--- config.mk ---
export PLATFORM = sky130hd
export DESIGN_NAME = mail_command_line_recognizer
export DESIGN_NICKNAME = d
export VERILOG_FILES = /design/src/design/mclr_pkg.sv /design/src/design/mail_command_line_recognizer.sv /design/src/design/mclr_core.sv /design/src/design/mclr_out_queue.sv
export SDC_FILE = /design/constraint.sdc
export NUM_CORES = 1
export LEC_CHECK = 0
export BUFFER_PORTS_ARGS = -buffer_cell sky130_fd_sc_hd__buf_4
export CELL_PAD_IN_SITES_DETAIL_PLACEMENT = 0
export CELL_PAD_IN_SITES_GLOBAL_PLACEMENT = 2
export CORE_ASPECT_RATIO = 0.7
export CORE_UTILIZATION = 26
export DETAILED_ROUTE_END_ITERATION = 12
export PLACE_DENSITY = 0.62
export SLEW_MARGIN = 10
export SYNTH_ARGS = -nofsm -noshare
export SYNTH_HDL_FRONTEND = slang
export SYNTH_SLANG_ARGS = --single-unit
--- constraint.sdc ---
create_clock -name clk -period 4.1 [get_ports clk]
set_input_delay 0.205 -clock clk [delete_from_list [all_inputs] [get_ports clk]]
set_output_delay 0.205 -clock clk [all_outputs]
set_load 0.01 [all_outputs]
--- src/design/mclr_pkg.sv ---
package mclr_pkg;

    localparam int LINE_CAPACITY = 255;
    localparam int LINE_LEN_W    = $clog2(LINE_CAPACITY + 1);

    localparam int QUEUE_DEPTH = 4;
    localparam int QUEUE_AW    = $clog2(QUEUE_DEPTH);
    localparam int QUEUE_CW    = $clog2(QUEUE_DEPTH + 1);

    localparam logic [7:0] CH_SPACE = 8'h20;
    localparam logic [7:0] CH_CR    = 8'h0D;
    localparam logic [7:0] CH_LF    = 8'h0A;

    localparam logic KIND_ARG = 1'b0;
    localparam logic KIND_EOL = 1'b1;

    localparam logic [3:0] CMD_UNKNOWN = 4'd0;
    localparam int         NUM_KEYWORDS = 10;

    // Keywords in command-code order; code is index plus one.
    localparam logic [31:0] KEYWORDS [NUM_KEYWORDS] = '{
        "USER", "PASS", "LIST", "STAT", "RSET",
        "DELE", "NOOP", "DATA", "RETR", "QUIT"
    };

    typedef struct packed {
        logic       kind;
        logic [7:0] arg_byte;
        logic [3:0] command;
        logic       has_argument;
        logic       overflow;
        logic       last;
    } result_t;

    // Up to two results produced by one input byte, first in output order.
    typedef struct packed {
        logic [1:0] count;
        result_t    first;
        result_t    second;
    } push_t;

    function automatic logic [3:0] command_code(logic [31:0] shift, logic [2:0] len);
        logic [3:0] code;
        code = CMD_UNKNOWN;
        if (len == 3'd4)
        begin
            for (int i = 0; i < NUM_KEYWORDS; i++)
            begin
                if (KEYWORDS[i] == shift)
                begin
                    code = 4'(i + 1);
                end
            end
        end
        return code;
    endfunction

    function automatic result_t arg_result(logic [7:0] b);
        result_t r;
        r              = '0;
        r.kind         = KIND_ARG;
        r.arg_byte     = b;
        return r;
    endfunction

endpackage

--- src/design/mail_command_line_recognizer.sv ---
// Channel   Direction  tdata (low bit up)                               tuser  tlast
// s_axis    in         in_byte[7:0]                                     -      -
// m_axis    out        arg_byte[7:0] command[11:8] has_argument[12]     kind   last
//                      overflow[13] zero[15:14]
//
// One byte is taken per cycle while s_tready is high; its results are registered in
// the queue. A byte yields up to two results, buffered in a four-entry queue, and
// the output drains one result per cycle while m_tready is high.
// s_tready drops only while the queue lacks room for two results.
// Reset (rst_n, asynchronous, active low) empties the queue and starts a new line.
module mail_command_line_recognizer
    import mclr_pkg::*;
(
    input  logic        clk,
    input  logic        rst_n,
    input  logic        s_tvalid,
    output logic        s_tready,
    input  logic [7:0]  s_tdata,   // in_byte[7:0]
    output logic        m_tvalid,
    input  logic        m_tready,
    output logic [15:0] m_tdata,   // arg_byte, command, has_argument, overflow, zero pad
    output logic        m_tuser,   // kind
    output logic        m_tlast
);

    push_t   push;
    result_t out_result;
    logic    accept;

    assign accept = s_tvalid & s_tready;

    mclr_core u_core (
        .clk     (clk),
        .rst_n   (rst_n),
        .accept  (accept),
        .in_byte (s_tdata),
        .push    (push)
    );

    mclr_out_queue u_queue (
        .clk        (clk),
        .rst_n      (rst_n),
        .push       (push),
        .room       (s_tready),
        .out_valid  (m_tvalid),
        .out_ready  (m_tready),
        .out_result (out_result)
    );

    assign m_tdata = {2'b00, out_result.overflow, out_result.has_argument,
                      out_result.command, out_result.arg_byte};
    assign m_tuser = out_result.kind;
    assign m_tlast = out_result.last;

endmodule

--- src/design/mclr_core.sv ---
module mclr_core
    import mclr_pkg::*;
(
    input  logic       clk,
    input  logic       rst_n,
    input  logic       accept,
    input  logic [7:0] in_byte,
    output push_t      push
);

    typedef enum logic [2:0] {
        PH_LEAD,
        PH_KEYWORD,
        PH_GAP,
        PH_ARG,
        PH_TAIL
    } phase_t;

    typedef struct packed {
        phase_t      phase;
        logic [31:0] shift;
        logic [2:0]  len;
        logic        arg_seen;
        logic        emit;
    } step_t;

    phase_t                phase_reg, phase_next;
    logic [31:0]           shift_reg, shift_next;
    logic [2:0]            kw_len_reg, kw_len_next;
    logic                  held_cr_reg, held_cr_next;
    logic                  arg_seen_reg, arg_seen_next;
    logic [LINE_LEN_W-1:0] line_len_reg, line_len_next;
    logic                  overflowed_reg, overflowed_next;

    step_t cur, after_cr, after_byte;
    logic  emit_cr, emit_byte;

    function automatic step_t add_keyword_char(step_t s, logic [7:0] b);
        step_t      r;
        logic [7:0] ub;
        r  = s;
        ub = (b >= 8'h61 && b <= 8'h7A) ? (b - 8'h20) : b;
        if (s.len < 3'd4)
        begin
            r.shift = {s.shift[23:0], ub};
            r.len   = s.len + 3'd1;
        end
        else
        begin
            r.len = 3'd5;
        end
        return r;
    endfunction

    function automatic step_t classify(step_t s, logic [7:0] b);
        step_t r;
        r      = s;
        r.emit = 1'b0;
        unique case (s.phase)
            PH_LEAD:
            begin
                if (b != CH_SPACE)
                begin
                    r       = add_keyword_char(r, b);
                    r.phase = PH_KEYWORD;
                end
            end
            PH_KEYWORD:
            begin
                if (b == CH_SPACE)
                begin
                    r.phase = PH_GAP;
                end
                else
                begin
                    r = add_keyword_char(r, b);
                end
            end
            PH_GAP:
            begin
                if (b != CH_SPACE)
                begin
                    r.phase    = PH_ARG;
                    r.arg_seen = 1'b1;
                    r.emit     = 1'b1;
                end
            end
            PH_ARG:
            begin
                if (b == CH_SPACE)
                begin
                    r.phase = PH_TAIL;
                end
                else
                begin
                    r.emit = 1'b1;
                end
            end
            default:
            begin
                r.emit = 1'b0;
            end
        endcase
        return r;
    endfunction

    always_comb
    begin
        cur        = '{phase_reg, shift_reg, kw_len_reg, arg_seen_reg, 1'b0};
        after_cr   = held_cr_reg ? classify(cur, CH_CR) : cur;
        after_byte = (in_byte != CH_CR) ? classify(after_cr, in_byte) : after_cr;
        emit_cr    = held_cr_reg & after_cr.emit;
        emit_byte  = (in_byte != CH_CR) & after_byte.emit;

        phase_next      = phase_reg;
        shift_next      = shift_reg;
        kw_len_next     = kw_len_reg;
        held_cr_next    = held_cr_reg;
        arg_seen_next   = arg_seen_reg;
        line_len_next   = line_len_reg;
        overflowed_next = overflowed_reg;
        push            = '0;

        if (accept)
        begin
            if (in_byte == CH_LF)
            begin
                // End of line: report and start the next line from scratch.
                push.count              = 2'd1;
                push.first.kind         = KIND_EOL;
                push.first.command      = command_code(shift_reg, kw_len_reg);
                push.first.has_argument = arg_seen_reg;
                push.first.overflow     = overflowed_reg;
                push.first.last         = 1'b1;
                phase_next      = PH_LEAD;
                shift_next      = '0;
                kw_len_next     = '0;
                held_cr_next    = 1'b0;
                arg_seen_next   = 1'b0;
                line_len_next   = '0;
                overflowed_next = 1'b0;
            end
            else if (line_len_reg >= LINE_LEN_W'(LINE_CAPACITY))
            begin
                overflowed_next = 1'b1;
            end
            else
            begin
                line_len_next = line_len_reg + 1'b1;
                held_cr_next  = (in_byte == CH_CR);
                phase_next    = after_byte.phase;
                shift_next    = after_byte.shift;
                kw_len_next   = after_byte.len;
                arg_seen_next = after_byte.arg_seen;
                push.count    = {1'b0, emit_cr} + {1'b0, emit_byte};
                push.first    = emit_cr ? arg_result(CH_CR) : arg_result(in_byte);
                push.second   = arg_result(in_byte);
            end
        end
    end

    always_ff @(posedge clk or negedge rst_n)
    begin
        if (!rst_n)
        begin
            phase_reg      <= PH_LEAD;
            shift_reg      <= '0;
            kw_len_reg     <= '0;
            held_cr_reg    <= 1'b0;
            arg_seen_reg   <= 1'b0;
            line_len_reg   <= '0;
            overflowed_reg <= 1'b0;
        end
        else
        begin
            phase_reg      <= phase_next;
            shift_reg      <= shift_next;
            kw_len_reg     <= kw_len_next;
            held_cr_reg    <= held_cr_next;
            arg_seen_reg   <= arg_seen_next;
            line_len_reg   <= line_len_next;
            overflowed_reg <= overflowed_next;
        end
    end

endmodule

--- src/design/mclr_out_queue.sv ---
module mclr_out_queue
    import mclr_pkg::*;
(
    input  logic    clk,
    input  logic    rst_n,
    input  push_t   push,
    output logic    room,
    output logic    out_valid,
    input  logic    out_ready,
    output result_t out_result
);

    result_t               mem_reg [QUEUE_DEPTH];
    logic [QUEUE_AW-1:0]   wr_ptr_reg, wr_ptr_next;
    logic [QUEUE_AW-1:0]   rd_ptr_reg, rd_ptr_next;
    logic [QUEUE_CW-1:0]   count_reg, count_next;
    logic                  pop;

    // Room for the worst case of two results from one byte.
    assign room       = (count_reg <= QUEUE_CW'(QUEUE_DEPTH - 2));
    assign out_valid  = (count_reg != '0);
    assign out_result = mem_reg[rd_ptr_reg];
    assign pop        = out_valid & out_ready;

    always_comb
    begin
        wr_ptr_next = wr_ptr_reg + QUEUE_AW'(push.count);
        rd_ptr_next = rd_ptr_reg + QUEUE_AW'(pop);
        count_next  = count_reg + QUEUE_CW'(push.count) - QUEUE_CW'(pop);
    end

    always_ff @(posedge clk)
    begin
        if (push.count != 2'd0)
        begin
            mem_reg[wr_ptr_reg] <= push.first;
        end
        if (push.count == 2'd2)
        begin
            mem_reg[wr_ptr_reg + 1'b1] <= push.second;
        end
    end

    always_ff @(posedge clk or negedge rst_n)
    begin
        if (!rst_n)
        begin
            wr_ptr_reg <= '0;
            rd_ptr_reg <= '0;
            count_reg  <= '0;
        end
        else
        begin
            wr_ptr_reg <= wr_ptr_next;
            rd_ptr_reg <= rd_ptr_next;
            count_reg  <= count_next;
        end
    end

endmodule
## Word level (Yosys, flattened, before mapping)

Memories as Yosys holds them, arrays and structs flattened.
Cells that the tools add are included.
W data, S select, Z words.

| storage, ports and cells | value |
|---|---|
| logic and storage cells | 123 |
| bits in writable memories | 64 |
| register bits after elaboration | 56 |
| bits of input ports | 12 |
| memories kept | 1 |

| cells by class | value |
|---|---|
| muxes and demuxes | 58 |
| order comparisons | 6 |
| equality and inequality tests | 24 |
| bitwise gates (word level) | 4 |
| reductions and logical operators | 10 |
| add/sub/neg operators | 10 |

Memories:

| memory | depth | width | rd ports | clocked after Yosys merged registers in | wr ports | line | source |
|---|---|---|---|---|---|---|---|
| u_queue.mem_reg | 4 | 16 | 1 | 0 | 2 | mclr_out_queue.sv:13 | `result_t mem_reg [QUEUE_DEPTH];` |

Operators by type and width:

| cell | count |
|---|---|
| $eq A31 B32 Y1 const A | 10 |
| $mux W32 | 4 |
| $mux W40 | 3 |
| $pmux W35 S2 | 1 |
| $mux W34 | 2 |
| $mux W3 | 14 |
| $mux W37 | 1 |
| $mux W35 | 1 |
| $mux W8 | 4 |
| $eq A8 B4 Y1 const B | 2 |
| $mux W16 | 1 |
| $mux W4 | 4 |
| $mux W15 | 1 |
| $mux W1 | 14 |
| $eq A3 B2 Y1 const B | 4 |
| $pmux W3 S4 | 1 |
| $add A8 B1 Y8 const B | 1 |
| $eq A8 B6 Y1 const B | 1 |
| $ge A8 B7 Y1 const B | 1 |
| $ge A8 B8 Y1 const B | 1 |
| $le A8 B7 Y1 const B | 1 |
| $ne A8 B4 Y1 const B | 1 |
| $ne A8 B6 Y1 const B | 1 |
| $sub A8 B6 Y8 const B | 1 |
| other kinds (25) | 37 |

## Longest topological paths before layout

| depth | value |
|---|---|
| word-level depth | 17 |
| depth in mapped cells | 12 |

## By module

From an unflattened synthesis, not the netlist that was laid out.

| second synthesis, totals | value |
|---|---|
| cell total of the unflattened synthesis | 572 |
| area, all modules | 6988.0 um^2 |

By module, submodules not included:

| module | instances | sequential area each (um^2) | cells an instance | area each (um^2) |
|---|---|---|---|---|
| mclr_out_queue | 1 | 2097.0 | 195 | 3616.0 |
| mclr_core | 1 | 1226.2 | 373 | 3347.0 |
| mail_command_line_recognizer | 1 | 0.0 | 4 | 25.0 |

## Least setup slack after synthesis

OpenSTA, ideal clock, no wires.

| timing | value |
|---|---|
| path kind | in2reg |
| start point | input port s_tdata[0] |
| end point | memory u_queue.mem_reg[1][10] in the netlist's numbering, enable pin |
| setup slack | 1251 ps |
| cell stages on the path | 11 |
| data required time | 3776 ps |
| arrival | 2525 ps |
| cell sequence | buf_2 -> nor4_4 -> nand3_1 -> and3_1 -> ha_1 -> nand2b_1 -> nor4_4 -> mux2i_1 -> or2_1 -> buf_2 -> inv_1 |

RTL lines:

| element | line | source |
|---|---|---|
| start: declaration | mail_command_line_recognizer.sv:18 | `input logic [7:0] s_tdata,` |
| end: declaration | mclr_out_queue.sv:13 |  |

==> impl_results.html <==
<table>
<tr><th>Metric</th><th>Value</th></tr>
<tr><th colspan="2">Run status</th></tr>
<tr><td>Run status</td><td>finished, final reports clean</td></tr>
<tr><th colspan="2">Critical path</th></tr>
<tr><td>Required time worst endpoint</td><td>4.18 ns</td></tr>
<tr><td>Largest fanout of any net on the critical path</td><td>10</td></tr>
<tr><td>Most frequent CP cell</td><td>sky130_fd_sc_hd__inv_1</td></tr>
<tr><td>Cell family with most CP delay</td><td>simple AND/OR/NAND/NOR gates</td></tr>
<tr><td>Beginning of the worst register-to-register path</td><td>u_core.phase_reg[2]</td></tr>
<tr><td>Worst Reg2Reg Path Length in Cells</td><td>9</td></tr>
<tr><td>Crit path buffers/inverters</td><td>2</td></tr>
<tr><td>Worst Setup End Kind</td><td>flop</td></tr>
<tr><td>Slowest cell on the critical path</td><td>sky130_fd_sc_hd__dfrtp_1</td></tr>
<tr><td>Capturing instance or port of the critical path</td><td>u_queue.mem_reg[1][10]</td></tr>
<tr><td>Capturing point of the worst reg2reg path</td><td>u_queue.mem_reg[1][10]</td></tr>
<tr><td>Worst setup path start</td><td>u_core.phase_reg[2]</td></tr>
<tr><td>Worst stage delay on the critical path</td><td>0.48 ns</td></tr>
<tr><td>CP arrival</td><td>3.30 ns</td></tr>
<tr><td>Number of cells on the critical path</td><td>9</td></tr>
<tr><td>Worst setup path category</td><td>flop to flop</td></tr>
<tr><td>Chain of cells forming the critical path</td><td>nor2b_1 -&gt; nand2_1 -&gt; inv_1 -&gt; ha_1 -&gt; nand2b_1 -&gt; nor4_4 -&gt; mux2i_1 -&gt; or2_1 -&gt; inv_1</td></tr>
<tr><td>Element type at the critical path start</td><td>flop</td></tr>
<tr><td>R2r setup slk</td><td>0.88 ns</td></tr>
<tr><th colspan="2">Yosys</th></tr>
<tr><td>Asr flop ratio synth</td><td>48.3%</td></tr>
<tr><td>Avg Cell Area, Syn</td><td>10.7 µm²</td></tr>
<tr><td>Share of the synthesized area in compound gates (AO/OA/AOI/OAI)</td><td>15.6%</td></tr>
<tr><td>Netlist area before placement</td><td>6040 µm²</td></tr>
<tr><td>Dominant combinational cell family by area after synthesis</td><td>simple AND/OR/NAND/NOR gates</td></tr>
<tr><td>Number of library cell types mapped by synthesis</td><td>69</td></tr>
<tr><td>Cell type with the highest aggregate area in the netlist</td><td>sky130_fd_sc_hd__dfrtp_1</td></tr>
<tr><td>Yosys reg bits</td><td>116</td></tr>
<tr><td>Post-synthesis simple-gate area fraction</td><td>21.3%</td></tr>
<tr><td>Commonest cells post-synth</td><td>59 x sky130_fd_sc_hd__nor2_1, 56 x sky130_fd_sc_hd__dfrtp_1, 48 x sky130_fd_sc_hd__nand2_1</td></tr>
<tr><td>Leading register cell type out of synthesis</td><td>sky130_fd_sc_hd__dfrtp_1</td></tr>
<tr><td>Post-synth top area share</td><td>23.2%</td></tr>
<tr><td>Most frequent cell after synthesis</td><td>sky130_fd_sc_hd__nor2_1</td></tr>
<tr><td>Largest cells by area after synthesis</td><td>sky130_fd_sc_hd__dfrtp_1 23%, sky130_fd_sc_hd__edfxtp_1 16%, sky130_fd_sc_hd__dfxtp_1 9.3%</td></tr>
<tr><td>Area share of fa/ha/maj cells after synthesis</td><td>2.82%</td></tr>
<tr><td>Sequential share of the synthesized area</td><td>48.4%</td></tr>
<tr><td>Synth Instances</td><td>567</td></tr>
<tr><td>Number of warnings reported in the yosys synthesis log</td><td>0</td></tr>
<tr><td>Number of enable flip-flop cells after synthesis</td><td>32</td></tr>
<tr><td>Fraction of synthesized cell area in xor and xnor cells</td><td>1.74%</td></tr>
<tr><td>Multiplexer area fraction after synthesis</td><td>5.93%</td></tr>
<tr><th colspan="2">Final layout</th></tr>
<tr><td>Share of cells above drive strength 1</td><td>16.9%</td></tr>
<tr><td>Largest register FFs</td><td>60</td></tr>
<tr><td>Post-synthesis to final-layout area growth</td><td>18.4%</td></tr>
<tr><td>Final #Nets</td><td>611</td></tr>
<tr><td>Antenna diode count</td><td>0</td></tr>
<tr><td>Final Core Density</td><td>31.5%</td></tr>
<tr><th colspan="2">GRT</th></tr>
<tr><td>Via count of the first global-routing pass</td><td>4611</td></tr>
<tr><td>Met2 usage</td><td>21.7%</td></tr>
<tr><td>Most utilized layer in the global route result</td><td>met1</td></tr>
<tr><td>Overall fraction of global-route tracks in use</td><td>15.9%</td></tr>
<tr><td>Maximum number of pins on one net before global-route repair</td><td>57</td></tr>
<tr><td>Antenna violations before repair</td><td>0</td></tr>
<tr><td>Met3 routing resource usage after global routing</td><td>3.09%</td></tr>
<tr><td>Wire length of the first global-routing pass</td><td>28200 µm</td></tr>
<tr><td>Global routing met1 resource utilization</td><td>24.7%</td></tr>
<tr><td>Total global routing overflow</td><td>0</td></tr>
<tr><th colspan="2">Clock network</th></tr>
<tr><td>Post-CTS Setup Inserts</td><td>0</td></tr>
<tr><td>Clock Tree Root</td><td>sky130_fd_sc_hd__clkbuf_16</td></tr>
<tr><td>TritonCTS clock tree</td><td>built</td></tr>
<tr><td>Clock insertion delay at the later pin of the skew report</td><td>0.41 ns</td></tr>
<tr><td>Quantity of hold-fixing buffers added after cts</td><td>1</td></tr>
<tr><td>Sinks on Clock Net</td><td>116</td></tr>
<tr><td>Post-CTS resize count</td><td>0</td></tr>
<tr><td>Number of buffers created by CTS</td><td>17</td></tr>
<tr><td>Number of levels in the clock H-tree</td><td>4</td></tr>
<tr><td>Maximum count of clock buffers along a single path</td><td>2</td></tr>
<tr><td>Clock transition at the registers of the reported paths</td><td>0.06 ns</td></tr>
<tr><th colspan="2">Timing</th></tr>
<tr><td>Worst Skew</td><td>0.0140 ns</td></tr>
<tr><td>Total Negative Setup Slacks</td><td>0 ns</td></tr>
<tr><td>Shortest period the worst path allows</td><td>3.22 ns</td></tr>
<tr><td>Worst relative slew slack</td><td>29.8%</td></tr>
<tr><td>Timing-limited maximum frequency</td><td>311 MHz</td></tr>
<tr><td>Slew at the pin closest to its max-slew limit</td><td>1.05 ns</td></tr>
<tr><td>Setup violators final</td><td>0</td></tr>
<tr><td>WHS</td><td>0.0893 ns</td></tr>
<tr><td>Final count of pins violating max slew</td><td>0</td></tr>
<tr><td>Final period util</td><td>78.4%</td></tr>
<tr><td>Final hold violation count</td><td>0</td></tr>
<tr><td>RSZ-0062 raised after global routing</td><td>false</td></tr>
<tr><th colspan="2">Placed design</th></tr>
<tr><td>Number of buffers inserted by port buffering</td><td>29</td></tr>
<tr><td>Half-perimeter wire length after detailed placement</td><td>12800 µm</td></tr>
<tr><td>Placer congestion estimate</td><td>0.907</td></tr>
<tr><th colspan="2">Drt</th></tr>
<tr><td>Number of design rule violations left after detail routing</td><td>0</td></tr>
<tr><td>Final ANT Viol Nets</td><td>0</td></tr>
<tr><td>DR vias</td><td>4743</td></tr>
<tr><td>Routed wirelength normalized by instance count</td><td>19.7 µm</td></tr>
<tr><td>Per-cell via count in the routed design</td><td>5.21</td></tr>
<tr><td>First-pass detailed-route iteration total</td><td>5</td></tr>
<tr><td>Number of design-rule violations left by the first detailed-router iteration</td><td>379</td></tr>
<tr><td>Drt total wl</td><td>17900 µm</td></tr>
<tr><th colspan="2">Floorplanning</th></tr>
<tr><td>Initial core utilization</td><td>26.6%</td></tr>
<tr><td>Core outline area</td><td>22700 µm²</td></tr>
<tr><td>Die boundary width</td><td>184 µm</td></tr>
<tr><td>Die height</td><td>130 µm</td></tr>
<tr><td>DIE AREA</td><td>23900 µm²</td></tr>
<tr><td>Count of standard-cell rows</td><td>46</td></tr>
<tr><td>Count of boundary I/O pins</td><td>32</td></tr>
<tr><th colspan="2">Run</th></tr>
<tr><td>Max_cap viols</td><td>0</td></tr>
<tr><th colspan="2">Pwr</th></tr>
<tr><td>Reported leakage power</td><td>0.00281 µW</td></tr>
<tr><td>Peak VDD IR</td><td>0.232 mV</td></tr>
<tr><td>Pwr Density</td><td>608 nW/µm²</td></tr>
<tr><th colspan="2">Hold path</th></tr>
<tr><td>Worst Hold Class</td><td>input port to flop</td></tr>
</table>
==> kinds of logic after synthesis <==
| kind of cell | count (synthesis) |
|---|---|
| and+or+nand+nor | 232 |
| AOI/OAI and AO/OA | 123 |
| DFF | 116 |
| buffers and inverters | 53 |
| muxes | 17 |
| adders and majority gates | 13 |
| xor gates and xnor gates | 12 |
| other | 1 |
==> metrics by stage <==
| step | cells | worst slack (ns) | instance area [µm²] | power [µW] |
|---|---|---|---|---|
| floorplan | 568 | 1.25 | 6040 | 2370 |
| global placement | 878 | 0.890 | 6520 | 2790 |
| detailed placement | 878 | 0.795 | 6520 | 2800 |
| CTS | 911 | 0.920 | 7150 | 4380 |
| global route | 911 | 0.658 | 7150 | 4570 |
| finish | 911 | 0.884 | 7150 | 4350 |
==> placed cells by master, fill, tap and decap left out, types with 17 or more instances in the layout <==
cell                        synthesis  final
sky130_fd_sc_hd__a21oi_1           22     22
sky130_fd_sc_hd__and3_1            20     20
sky130_fd_sc_hd__buf_4              6     34
sky130_fd_sc_hd__clkbuf_16          0     17
sky130_fd_sc_hd__dfrtp_1           56     56
sky130_fd_sc_hd__dfxtp_1           28     28
sky130_fd_sc_hd__edfxtp_1          32     32
sky130_fd_sc_hd__inv_1             17     17
sky130_fd_sc_hd__nand2_1           48     48
sky130_fd_sc_hd__nor2_1            59     59
==> where the power goes <==
part | switching [µW] | internal, µW | leakage [µW] | total (µW)
Sequential | 360 | 1360 | 0.00130 | 1720
Clock | 595 | 973 | 0.000299 | 1570
Combinational | 578 | 477 | 0.00121 | 1050
==> final cells by class <==
type	count	area, µm²
clock inverter	15	194
multi-input combinational	399	2890
tap	312	390
sequential	116	2920
clock buffer	17	425
fill	2315	15600
inverter	17	63.8
timing repair buffer	35	265
==> worst min path at each step <==
stage | start | slack [ns] | cells past startpoint | endpoint
2_1_floorplan | rst_n | -0.09 | 0 | u_core.arg_seen_reg
3_3_place_gp | rst_n | 0.33 | 1 | u_core.shift_reg[22]
3_5_place_dp | rst_n | 0.34 | 1 | u_core.shift_reg[22]
4_1_cts | s_tdata[6] | 0.07 | 2 | u_core.shift_reg[6]
5_1_grt | s_tdata[6] | 0.1 | 2 | u_core.shift_reg[6]
6_report | s_tdata[6] | 0.09 | 2 | u_core.shift_reg[6]
==> layer usage <==
metal  up-vias  wire, µm
li1       2188         -
met1      2403      9650
met2       137      7250
met3        15       852
met4         0       172
met5         -         0
Power figures use the tool's default switching activity.
